[src/rtl/smpq_pkg.sv]
// shared types, codes and the ordering function for the stable min priority queue
// used by smpq_ctrl, smpq_dpath and stable_min_priority_queue; no dependencies
`default_nettype none

package smpq_pkg;

    // field widths fixed by the interface
    localparam int PRI_W   = 16;
    localparam int STAMP_W = 32;
    localparam int DATA_W  = 32;
    localparam int OCC_W   = 7;
    localparam int STAT_W  = 2;

    // command codes
    localparam logic CMD_ENQ = 1'b0;
    localparam logic CMD_DEQ = 1'b1;

    // status codes
    localparam logic [STAT_W-1:0] STATUS_DONE  = 2'd0;
    localparam logic [STAT_W-1:0] STATUS_FULL  = 2'd1;
    localparam logic [STAT_W-1:0] STATUS_EMPTY = 2'd2;

    // one heap slot
    typedef struct packed {
        logic [PRI_W-1:0]   priority_val;
        logic [STAMP_W-1:0] stamp;
        logic [DATA_W-1:0]  payload;
    } entry_t;

    // read address selection for the two memory read ports
    typedef enum logic [1:0] {
        RD_ROOT_LAST = 2'd0,
        RD_PARENT    = 2'd1,
        RD_CHILDREN  = 2'd2
    } rd_sel_t;

    // controller to datapath commands
    typedef struct packed {
        logic    accept;
        logic    load_root;
        logic    step_up;
        logic    step_down;
        logic    place;
        logic    post;
        rd_sel_t rd_sel;
    } dp_cmd_t;

    // datapath to controller status
    typedef struct packed {
        logic deq_req;
        logic full;
        logic empty;
        logic pos_zero;
        logic up_move;
        logic down_end;
        logic down_move;
    } dp_stat_t;

    // true when entry a is served before entry b: lower priority, then earlier stamp
    function automatic logic precedes(entry_t a, entry_t b);
        logic [STAMP_W-1:0] diff;
        diff = a.stamp - b.stamp;
        if (a.priority_val != b.priority_val) begin
            return a.priority_val < b.priority_val;
        end
        return diff[STAMP_W-1];
    endfunction

endpackage

`default_nettype wire

[src/rtl/smpq_ctrl.sv]
// controller state machine: handshakes and the sift-up / sift-down sequence
// depends on smpq_pkg; commands smpq_dpath through dp_cmd_t
`default_nettype none

module smpq_ctrl
    import smpq_pkg::*;
(
    input  wire logic     aclk,
    input  wire logic     aresetn,
    input  wire logic     s_tvalid,
    output logic          s_tready,
    output logic          m_tvalid,
    input  wire logic     m_tready,
    input  wire dp_stat_t stat,
    output dp_cmd_t       cmd
);

    typedef enum logic [6:0] {
        ST_IDLE     = 7'b0000001,
        ST_UP_CHK   = 7'b0000010,
        ST_UP_CMP   = 7'b0000100,
        ST_DEQ_LOAD = 7'b0001000,
        ST_DN_CHK   = 7'b0010000,
        ST_DN_CMP   = 7'b0100000,
        ST_FINISH   = 7'b1000000
    } state_t;

    state_t state_reg, state_next;
    logic   m_tvalid_reg, m_tvalid_next;

    // next state and commands
    always_comb begin
        state_next = state_reg;
        cmd        = '0;
        cmd.rd_sel = RD_ROOT_LAST;
        case (state_reg)
            ST_IDLE: begin
                if (s_tvalid) begin
                    cmd.accept = 1'b1;
                    if (stat.deq_req) begin
                        state_next = stat.empty ? ST_FINISH : ST_DEQ_LOAD;
                    end else begin
                        state_next = stat.full ? ST_FINISH : ST_UP_CHK;
                    end
                end
            end
            ST_UP_CHK: begin
                if (stat.pos_zero) begin
                    cmd.place  = 1'b1;
                    state_next = ST_FINISH;
                end else begin
                    cmd.rd_sel = RD_PARENT;
                    state_next = ST_UP_CMP;
                end
            end
            ST_UP_CMP: begin
                if (stat.up_move) begin
                    cmd.step_up = 1'b1;
                    state_next  = ST_UP_CHK;
                end else begin
                    cmd.place  = 1'b1;
                    state_next = ST_FINISH;
                end
            end
            ST_DEQ_LOAD: begin
                cmd.load_root = 1'b1;
                state_next    = ST_DN_CHK;
            end
            ST_DN_CHK: begin
                if (stat.down_end) begin
                    cmd.place  = 1'b1;
                    state_next = ST_FINISH;
                end else begin
                    cmd.rd_sel = RD_CHILDREN;
                    state_next = ST_DN_CMP;
                end
            end
            ST_DN_CMP: begin
                if (stat.down_move) begin
                    cmd.step_down = 1'b1;
                    state_next    = ST_DN_CHK;
                end else begin
                    cmd.place  = 1'b1;
                    state_next = ST_FINISH;
                end
            end
            ST_FINISH: begin
                if (!m_tvalid_reg || m_tready) begin
                    cmd.post   = 1'b1;
                    state_next = ST_IDLE;
                end
            end
            default: begin
                state_next = ST_IDLE;
            end
        endcase
    end

    // output valid: set on post, cleared when taken
    always_comb begin
        m_tvalid_next = m_tvalid_reg;
        if (cmd.post) begin
            m_tvalid_next = 1'b1;
        end else if (m_tready) begin
            m_tvalid_next = 1'b0;
        end
    end

    always_ff @(posedge aclk) begin
        if (!aresetn) begin
            state_reg    <= ST_IDLE;
            m_tvalid_reg <= 1'b0;
        end else begin
            state_reg    <= state_next;
            m_tvalid_reg <= m_tvalid_next;
        end
    end

    assign s_tready = state_reg == ST_IDLE;
    assign m_tvalid = m_tvalid_reg;

    // one item at a time: no accept right after an accept
    a_single_item: assert property (@(posedge aclk) disable iff (!aresetn)
        (s_tvalid && s_tready) |=> !s_tready)
        else $error("item accepted while previous item in work");

    // a result is posted only when the output register is free
    a_no_overwrite: assert property (@(posedge aclk) disable iff (!aresetn)
        cmd.post |-> (!m_tvalid_reg || m_tready))
        else $error("result posted over an untaken result");

    // heap writes happen only while an item is in work
    a_write_busy: assert property (@(posedge aclk) disable iff (!aresetn)
        (cmd.place || cmd.step_up || cmd.step_down) |-> !s_tready)
        else $error("heap write while idle");

endmodule

`default_nettype wire

[config.mk]
export PLATFORM = sky130hd
export DESIGN_NAME = smpq_ctrl
export DESIGN_NICKNAME = d
export VERILOG_FILES = /design/src/rtl/smpq_pkg.sv /design/src/rtl/smpq_ctrl.sv
export SDC_FILE = /design/constraint.sdc
export NUM_CORES = 1
export LEC_CHECK = 0
export ABC_AREA = 1
export BUFFER_PORTS_ARGS = -buffer_cell sky130_fd_sc_hd__buf_2
export CORE_MARGIN = 3
export CORE_UTILIZATION = 38
export DETAILED_ROUTE_END_ITERATION = 8
export HOLD_SLACK_MARGIN = 0.15
export PLACE_DENSITY_LB_ADDON = 0.3
export SYNTH_ARGS = -nofsm -noshare
export SYNTH_HDL_FRONTEND = slang
export SYNTH_SLANG_ARGS = --single-unit
export TNS_END_PERCENT = 1
[constraint.sdc]
create_clock -name aclk -period 1.3 [get_ports aclk]
set_input_delay 0.13 -clock aclk [delete_from_list [all_inputs] [get_ports aclk]]
set_output_delay 0.13 -clock aclk [all_outputs]
set_load 0.01 [all_outputs]
# --- Yosys cells after proc, flatten, opt, wreduce, memory -nomap -nowiden ---
# Cells that the tools add are included.
# W data, S select, Z words.
totals:
  elab_cells: 44
  register_bits: 8
  memories: 0
  ram_bits: 0
  romBits: 0
  latchBits: 0
op_classes:
  bitwise_logic: 0
  div: 0
  add_sub_neg: 0
  order_cmp: 0
  n_eq_ne: 9
  n_mux: 29
  shifts: 0
  reduce_logical: 4
  mul: 0
ops:
  columns: ["cell", "n"]
  rows:
  - ["$mux W7", 9]
  - ["$pmux W7 S7", 1]
  - ["$mux W1", 16]
  - ["$eq A7 B1 Y1 const B", 1]
  - ["$eq A7 B2 Y1 const B", 1]
  - ["$eq A7 B3 Y1 const B", 1]
  - ["$eq A7 B4 Y1 const B", 1]
  - ["$eq A7 B5 Y1 const B", 1]
  - ["$eq A7 B6 Y1 const B", 1]
  - ["$eq A7 B7 Y1 const B", 1]
  - ["$ne A2 B2 Y1 const B", 2]
  - ["$pmux W1 S4", 1]
  - ["$pmux W2 S2", 1]
  - ["$mux W2", 1]
  - ["$reduce_and A2 Y1", 1]
  - ["$reduce_bool A2 Y1", 1]
  - ["$logic_not A1 Y1", 1]
  - ["$logic_or A1 B1 Y1", 1]

# --- Depth between registers and ports, before layout ---
# Gate-level depths: netlist of run 1.
logic_depth:
  ltp_word: 5
  depth_mapped: 8
  mapped_depth_nobuf: 8

# --- Worst setup path before layout of run 1 ---
# No wires, ideal clock.
synth_path:
  kind: "reg-to-reg"
  startpoint: "register state_reg[6]"
  endpoint: "register state_reg[1]"
  setup_time_ns: 0.062
  path_buffers: 0
  stages_incl_launch_ff: 6
  arrival_ns: 1.084
  path_slack_ns: 0.154
  t_required_ns: 1.238
  cell_sequence: "dfxtp_1 > nor3_4 > nand2_1 > nor2_2 > o21ai_1 > nor2_2"
synth_via:
  elab_chain_cells: 3
  elab_cells_between_ends: 11
  classes_between: "eq/ne: 9; mux: 1; reduce/logical: 1"
synth_lines:
  columns: ["item", "line_no", "text"]
  rows:
  - ["start: declaration", "smpq_ctrl.sv:28", "state_t state_reg, state_next;"]
  - ["start signal: assignment", "smpq_ctrl.sv:114", "state_reg <= state_next;"]
  - ["$eq A7 B7 Y1 or $eq A7 B1 Y1 (tied branches)", "smpq_ctrl.sv:36", "case (state_reg)"]
  - ["$ne A2 B2 Y1 (no line)", null, null]
  - ["$reduce_and A2 Y1 (no line)", null, null]
# Parallel ways exist; a longest one is shown, timed or not.
# A chain may end at the register's enable or synchronous reset.

==> results of run 1 <==
## final timing paths
check / from / endpoint / slack, ns / cells past startpoint
worst max-delay path: state_reg[6]$_SDFFE_PN0P_ / cmd[6] / -0.12 / 5
worst min-delay path: stat[6] / state_reg[3]$_SDFFE_PN0P_ / 0.21 / 5
worst max register to register: state_reg[6]$_SDFFE_PN0P_ / state_reg[6]$_SDFFE_PN0P_ / -0.05 / 8
worst min register to register: m_tvalid$_SDFFE_PN0P_ / m_tvalid$_SDFFE_PN0P_ / 0.60 / 4
## cell type report
| type | count | share of cell area, % |
|---|---|---|
| clock buffer | 3 | 2.85 |
| inverter | 16 | 7.61 |
| timing repair buffer | 29 | 23.8 |
| multi-input combinational | 62 | 42.5 |
| tap | 14 | 2.22 |
| sequential | 8 | 21.1 |
## worst reg2reg max path, cell delays in order (launching register included)
cell and delay (ns):
dfxtp_2 0.34, nor3_4 0.19, buf_6 0.15, buf_4 0.11, buf_4 0.10, nand3_2 0.07, nand2_2 0.08, o21bai_1 0.12
a21oi_1 0.08
## metal layers
layer / vias up / global-route usage, %
li1: 333 / -
met1: 261 / 20.8
met2: 26 / 30.1
met3: 2 / 1.24
met4: 0 / 5.42
met5: - / 0
## where the power goes
group,internal (W),switching (W)
clock network,0.000106,0.0000834
logic,0.000123,0.000152
registers,0.000259,0.0000121
## stage by stage
| stage | total power, W | util (%) | setup slack, ns |
|---|---|---|---|
| 2_1_floorplan | 0.000415 | - | 0.154 |
| 3_3_place_gp | 0.000469 | 52.9 | 0.0275 |
| 3_5_place_dp | 0.000474 | 52.9 | 0.00470 |
| 4_1_cts | 0.000730 | 64.1 | -0.109 |
| 5_1_grt | 0.000785 | 65.7 | -0.185 |
| 6_report | 0.000735 | 65.7 | -0.120 |
## layout by cell type, fill, tap and decap left out, drive strengths merged
cell	count
nand3	9
dfxtp	8
nor3	3
nand4	3
nor2	24
inv	16
clkbuf	3
o21ai	1
nand2	19
dlygate4sd3	4
o21bai	1
buf	25
nor4	1
a21oi	1
## kinds of logic after synthesis
kind of cell | count (synthesis) | synth area share [%]
and+or+nand+nor | 59 | 52.6
buffers and inverters | 18 | 14.1
AOI/OAI and AO/OA | 3 | 3.29
DFF | 8 | 30.0
## timing repair
action	in CTS	in global routing
endpoints found under the setup margin	10	13
hold buffers	4	0
pin swaps	5	4
gates resized for setup	11	6
hold endpoints to repair	4	0
setup buffers	5	0
==> summary.txt, run 1 <==
Worst setup path
  • Setup crit start kind: flip-flop
  • Crit path largest cell delay: between 0.3 and 0.4 ns
  • Worst-path cell chain: nor3_4 -> buf_6 -> nand4_1 -> inv_1 -> buf_2
  • Slowest cell on crit path: dfxtp_2
  • CP Class: flip-flop to primary output
  • CP Max Fanout: 8
  • Worst Setup End Kind: primary output
  • Worst EP required: between 1 and 1.5 ns
  • Worst Path Buf+Inv: 3
  • Crit path DAT: ~1.3 ns
  • CP delay by family, top: buffers and inverters

Synth
  • Post-synthesis sequential area ratio: a little under a third
  • Post-synthesis cell type count: 18
  • Synthesized netlist cell count: 88
  • Area share of the largest cell type after synthesis: between 30% and 40%
  • Net Count, Synth: 99
  • Ys async rst share: 0%
  • Mapped Area: 533 um2
  • Dominant cell type by area after synthesis: dfxtp_1
  • FF+latch count, synth: 8
  • Avg Inst Size Synth: ~6 um2
  • Primary FF master, synth: dfxtp_1
  • Top post-synthesis cells by area: dfxtp_1 30%, nor2_1 14%, nand2_1 13%, inv_1 9.2%, nand3_1 7.5%
  • Post-synth EDFFs: 0
  • Synth cell count leaders: 20 x nor2_1, 18 x nand2_1, 13 x inv_1
  • Most numerous cell in the Yosys netlist: nor2_1
  • Ys Warns: 0

Placed design
  • Dpl hpwl: between 1000 and 1500 um
  • Count of buffers from port buffering: 20
  • Routability-driven placement congestion ratio: 0.820
  • Placed cells: 120
  • Placed Area: around 640 um2

STA
  • Worst Max-Slew Pin Slew: 0.236 ns
  • Clock skew: 0.00225 ns
  • Slew HR: a little over four fifths
  • RSZ-0062 raised after global routing: yes
  • Pins Over Slew Limit: 0
  • Final Setup Violations: 12
  • Final Worst Setup Slack: -0.120 ns
  • FMAX: around 700 MHz
  • Accumulated negative setup slack: -0.859 ns
  • Post-layout min period: ~1.4 ns
  • Final Cycle Share: 109%
  • Hold slack: approximately 0.21 ns
  • Hold Vio Cnt, Final: 0

Cells and area
  • Register area: 166 um2
  • Layout fillers: roughly 120
  • Largest register FFs: 7
  • Area of the multi-input gates: 335 um2
  • Ant diodes: 0
  • Design Area, Final: between 700 and 800 um2
  • Layout cell share with drive strength beyond 1: between 40% and 50%
  • Synthesis-to-finish area growth: 48.1%
  • Final cell count without fillers: between 100 and 150
  • Fin nets: 131

Clocking
  • CTS tree: done
  • Clock latency at the later pin of the worst-skew pair: between 0.2 and 0.3 ns
  • Max Root-Sink Buffers: 2
  • Clock root buffer: clkbuf_4
  • Clock sinks: 8
  • Num CTS Buffers: 3
  • H-Tree Depth: 1
  • Clk pin slew, worst setup/hold paths: approximately 0.05 ns

Routing
  • Detailed-routing wirelength on met1: between 600 and 700 um
  • Max layer used: met4
  • Routed wire length: approximately 1500 um
  • 1st-pass router iterations: 5
  • Initial DRC count: 11
  • Routed Antenna Nets: 0
  • Vias post-DR: between 600 and 700
  • Post-route DRC: 0
  • DR vias/cell: between 4 and 5
  • Routed len/inst: 11.1 um
  • Met3 wire len: around 92 um
  • Met2 routed WL: around 700 um

Floorplanning
  • Die Y: approximately 43 um
  • Total die area: ~1900 um2
  • I/O pin cnt: 21
  • Row Count: 12
  • Core region area: between 1000 and 1500 um2
  • Initial Utilization: 44.4%
  • Die W: between 40 and 50 um

Power
  • Pleak: 0.422 nW
  • Worst vdd ir: roughly 0.57 mV
  • PwrDens: around 930 nW/um2

GRT
  • Total GRT Usage: between 10% and 20%
  • Largest net degree at the start of global routing: 9
  • First-pass GRT wire length: between 2000 and 2500 um
  • Antenna violations before repair: 0
  • Grt total ovfl: 0
  • Vias in the first global route: between 500 and 600

Status
  • Status: finished, violations left
  • Failing checks: negative setup slack

Flow run
  • MaxCap Viol Count: 0

Hold path
  • Tightest Hold Check Type: primary input to flip-flop
No activity file was read; power rests on OpenSTA's default activity.
==> run 2, diff against run 1 <==
--- a/config.mk
+++ b/config.mk
@@ -12,6 +12,7 @@
 export DETAILED_ROUTE_END_ITERATION = 8
 export HOLD_SLACK_MARGIN = 0.15
 export PLACE_DENSITY_LB_ADDON = 0.3
+export REMOVE_ABC_BUFFERS = 1
 export SYNTH_ARGS = -nofsm -noshare
 export SYNTH_HDL_FRONTEND = slang
 export SYNTH_SLANG_ARGS = --single-unit
==> run 2 against run 1 <==
- the flow still finishes with violations (negative setup slack)
- clock skew rose by 0.0019 ns
- sequential cell count did not move
- first-iteration DRC count increased by 55%
- sequential share of layout area is 0.61 points lower
- clock-buffer cell count did not move
- clock power increased by 3%
- via count grew 6.9%
- cell count did not move
- combinational power shrank 7%
- cell area is 0.63% higher
- power down 1.4%
- critical path type unchanged
- critical endpoint is now cmd[4]
- largest cell class unchanged
- largest power group is now sequential cells
- highest routed layer unchanged
==> summary.txt, run 2 (same netlist as run 1, synthesis figures left out) <==
GRT
  • Vias in the first global route: 556 (-7.2%)
  • First-pass GRT wire length: 2300 um (-5.9%)
  • Antenna violations before repair: 0 (unchanged)
  • Total GRT Usage: 16.2% (-0.56 points)
  • Grt total ovfl: 0 (unchanged)
  • Largest net degree at the start of global routing: 8 (-1)

Clocking
  • Clock root buffer: clkbuf_4
  • Clock latency at the later pin of the worst-skew pair: 0.25 ns (about the same)
  • H-Tree Depth: 1 (unchanged)
  • Clock sinks: 8 (unchanged)
  • Num CTS Buffers: 3 (unchanged)
  • CTS tree: done
  • Max Root-Sink Buffers: 2 (unchanged)
  • Clk pin slew, worst setup/hold paths: 0.06 ns (about the same)

Power
  • Power Total: 0.000725 W (-1.4%)
  • Flop pwr share: 37.8% (+0.9 points)
  • Switching part of the total power: 35.2% (+1.5 points)
  • PwrDens: 912 nW/um2 (-2.0%)
  • Int Pwr: 0.000469 W (-3.7%)
  • Logic pwr share: 35.4% (-2.0 points)
  • Clock power share: 26.9% (+1.2 points)
  • Worst vdd ir: 0.721 mV (+27%)
  • Pleak: 0.422 nW (-0.20%)
  • Psw: 0.000255 W (+3.1%)

STA
  • Final Cycle Share: 110% (+1.1 points)
  • Final Worst Setup Slack: -0.135 ns (-0.0148 ns)
  • Hold slack: 0.201 ns (-0.00983 ns)
  • Accumulated negative setup slack: -0.841 ns (+0.0187 ns)
  • Hold Vio Cnt, Final: 0 (unchanged)
  • Clock skew: 0.00416 ns (+0.00191 ns)
  • Final Setup Violations: 10 (-2)
  • RSZ-0062 raised after global routing: yes
  • FMAX: 697 MHz (-1.0%)
  • Pins Over Slew Limit: 0 (unchanged)
  • Worst Max-Slew Pin Slew: 0.251 ns (+0.0154 ns)
  • Post-layout min period: 1.44 ns (+0.0148 ns)
  • Slew HR: 83.2% (-0.99 points)

Hold path
  • End of the worst hold path: m_tvalid$_SDFFE_PN0P_
  • Worst Hold Depth: 4 (-1)
  • Hold_sp: m_tready
  • Tightest Hold Check Type: primary input to flip-flop

Cells and area
  • Most common cell after layout, fill and taps aside: buf_2
  • Largest register FFs: 7 (unchanged)
  • Most frequent cells in the layout: 20 x buf_2, 17 x nor2_1, 12 x nand2_1
  • Synthesis-to-finish area growth: 49.1%
  • Ant diodes: 0 (unchanged)
  • Fin nets: 131 (unchanged)
  • Layout cell share with drive strength beyond 1: 45.8% (+4.2 points)
  • Design Area, Final: 795 um2 (+0.63%)

Worst setup path
  • Worst EP required: 1.17 ns (about the same)
  • CP Max Fanout: 6 (-2)
  • Worst setup startpoint: state_reg[2]$_SDFFE_PN0P_
  • Reg-to-reg slack, setup: -0.02 ns (+0.03 ns)
  • Reg2reg end: state_reg[6]$_SDFFE_PN0P_
  • Worst Setup End Kind: primary output
  • Setup crit start kind: flip-flop
  • R2R Path Start: state_reg[2]$_SDFFE_PN0P_
  • CP Class: flip-flop to primary output
  • Reg2reg path depth: 8 (unchanged)
  • Crit path DAT: 1.31 ns (+0.02 ns)

Floorplanning
  • Die Y: 43.5 um (unchanged)
  • Total die area: 1890 um2 (unchanged)
  • Die W: 43.5 um (unchanged)
  • Core region area: 1200 um2 (unchanged)
  • Initial Utilization: 44.4% (unchanged)
  • Row Count: 12 (unchanged)
  • I/O pin cnt: 21 (unchanged)

Routing
  • 1st-pass router iterations: 4 (-1)
  • Initial DRC count: 17 (+6)
  • Routed len/inst: 11.9 um (+7.9%)
  • Vias post-DR: 665 (+6.9%)
  • Routed wire length: 1580 um (+7.9%)
  • DR vias/cell: 5.04 (+6.9%)
  • Post-route DRC: 0 (unchanged)
  • Routed Antenna Nets: 0 (unchanged)

Status
  • Failing checks: negative setup slack
  • Status: finished, violations left

Flow run
  • MaxCap Viol Count: 0 (unchanged)

Placed design
  • Count of buffers from port buffering: 20 (unchanged)
  • Dpl hpwl: 1060 um (-0.67%)
  • Placed Area: 636 um2 (unchanged)
  • Dpl ws: -0.0170 ns (-0.0217 ns)
  • Routability-driven placement congestion ratio: 0.884 (+7.9%)
## run 2: cell counts in the layout (fill, tap and decap cells not counted)
No cell type changed its count.
## run 2: worst max-delay path: stages, from the launching register on
cell and delay, ns:
dfxtp_2 0.33, inv_2 0.07, nand2_4 0.07, nor2_4 0.21
nand2_2 0.09, nor2_2 0.13, buf_2 0.15
## run 2: final cells by class
| class | count | area (um2) |
|---|---|---|
| Tap cell | 14 | 17.5 |
| Multi-Input combinational cell | 62 | 350 |
| Fill cell | 108 | 407 |
| Inverter | 16 | 60.1 |
| Sequential cell | 8 | 163 |
| Clock buffer | 3 | 22.5 |
| Timing Repair Buffer | 29 | 181 |
## run 2: layer usage
layer | wire, um | global-route usage [%] | vias up
met3 | 86 | 7.05 | 4
met4 | 15 | 4.22 | 0
met5 | 0 | 0 | -
met1 | 652 | 18.2 | 309
li1 | - | - | 336
met2 | 822 | 27.7 | 16
## run 2: worst max path at each step
stage	endpoint	slack, ns
after floorplan	state_reg[1]$_SDFFE_PN0P_	0.15
after global placement	cmd[6]	-0.004
after detailed placement	state_reg[6]$_SDFFE_PN0P_	-0.02
after CTS	cmd[5]	-0.11
after global routing	cmd[3]	-0.24
final	cmd[4]	-0.14
## run 2: power groups by stage
stage / Clock (W) / Combinational, W / Sequential [W]
after floorplan: 0 / 0.000137 / 0.000275
after global placement: 0 / 0.000194 / 0.000276
after detailed placement: 0 / 0.000199 / 0.000277
after CTS: 0.000199 / 0.000239 / 0.000272
after global routing: 0.000213 / 0.000287 / 0.000275
final: 0.000195 / 0.000256 / 0.000274
## run 2: through the flow
stage	std cells	util, %
2_1_floorplan	86	-
3_5_place_dp	120	52.9
6_report	132	66.1
5_1_grt	132	66.1
3_3_place_gp	120	52.9
4_1_cts	131	62.7
## run 2: repair_timing
item | CTS | global route
buffers inserted | 4 | 1
resized for setup | 8 | 12
setup endpoints to repair | 11 | 11
hold buffers | 4 | 0
pin swaps | 5 | 7
cloned | 0 | 0
hold endpoints to repair | 4 | 0
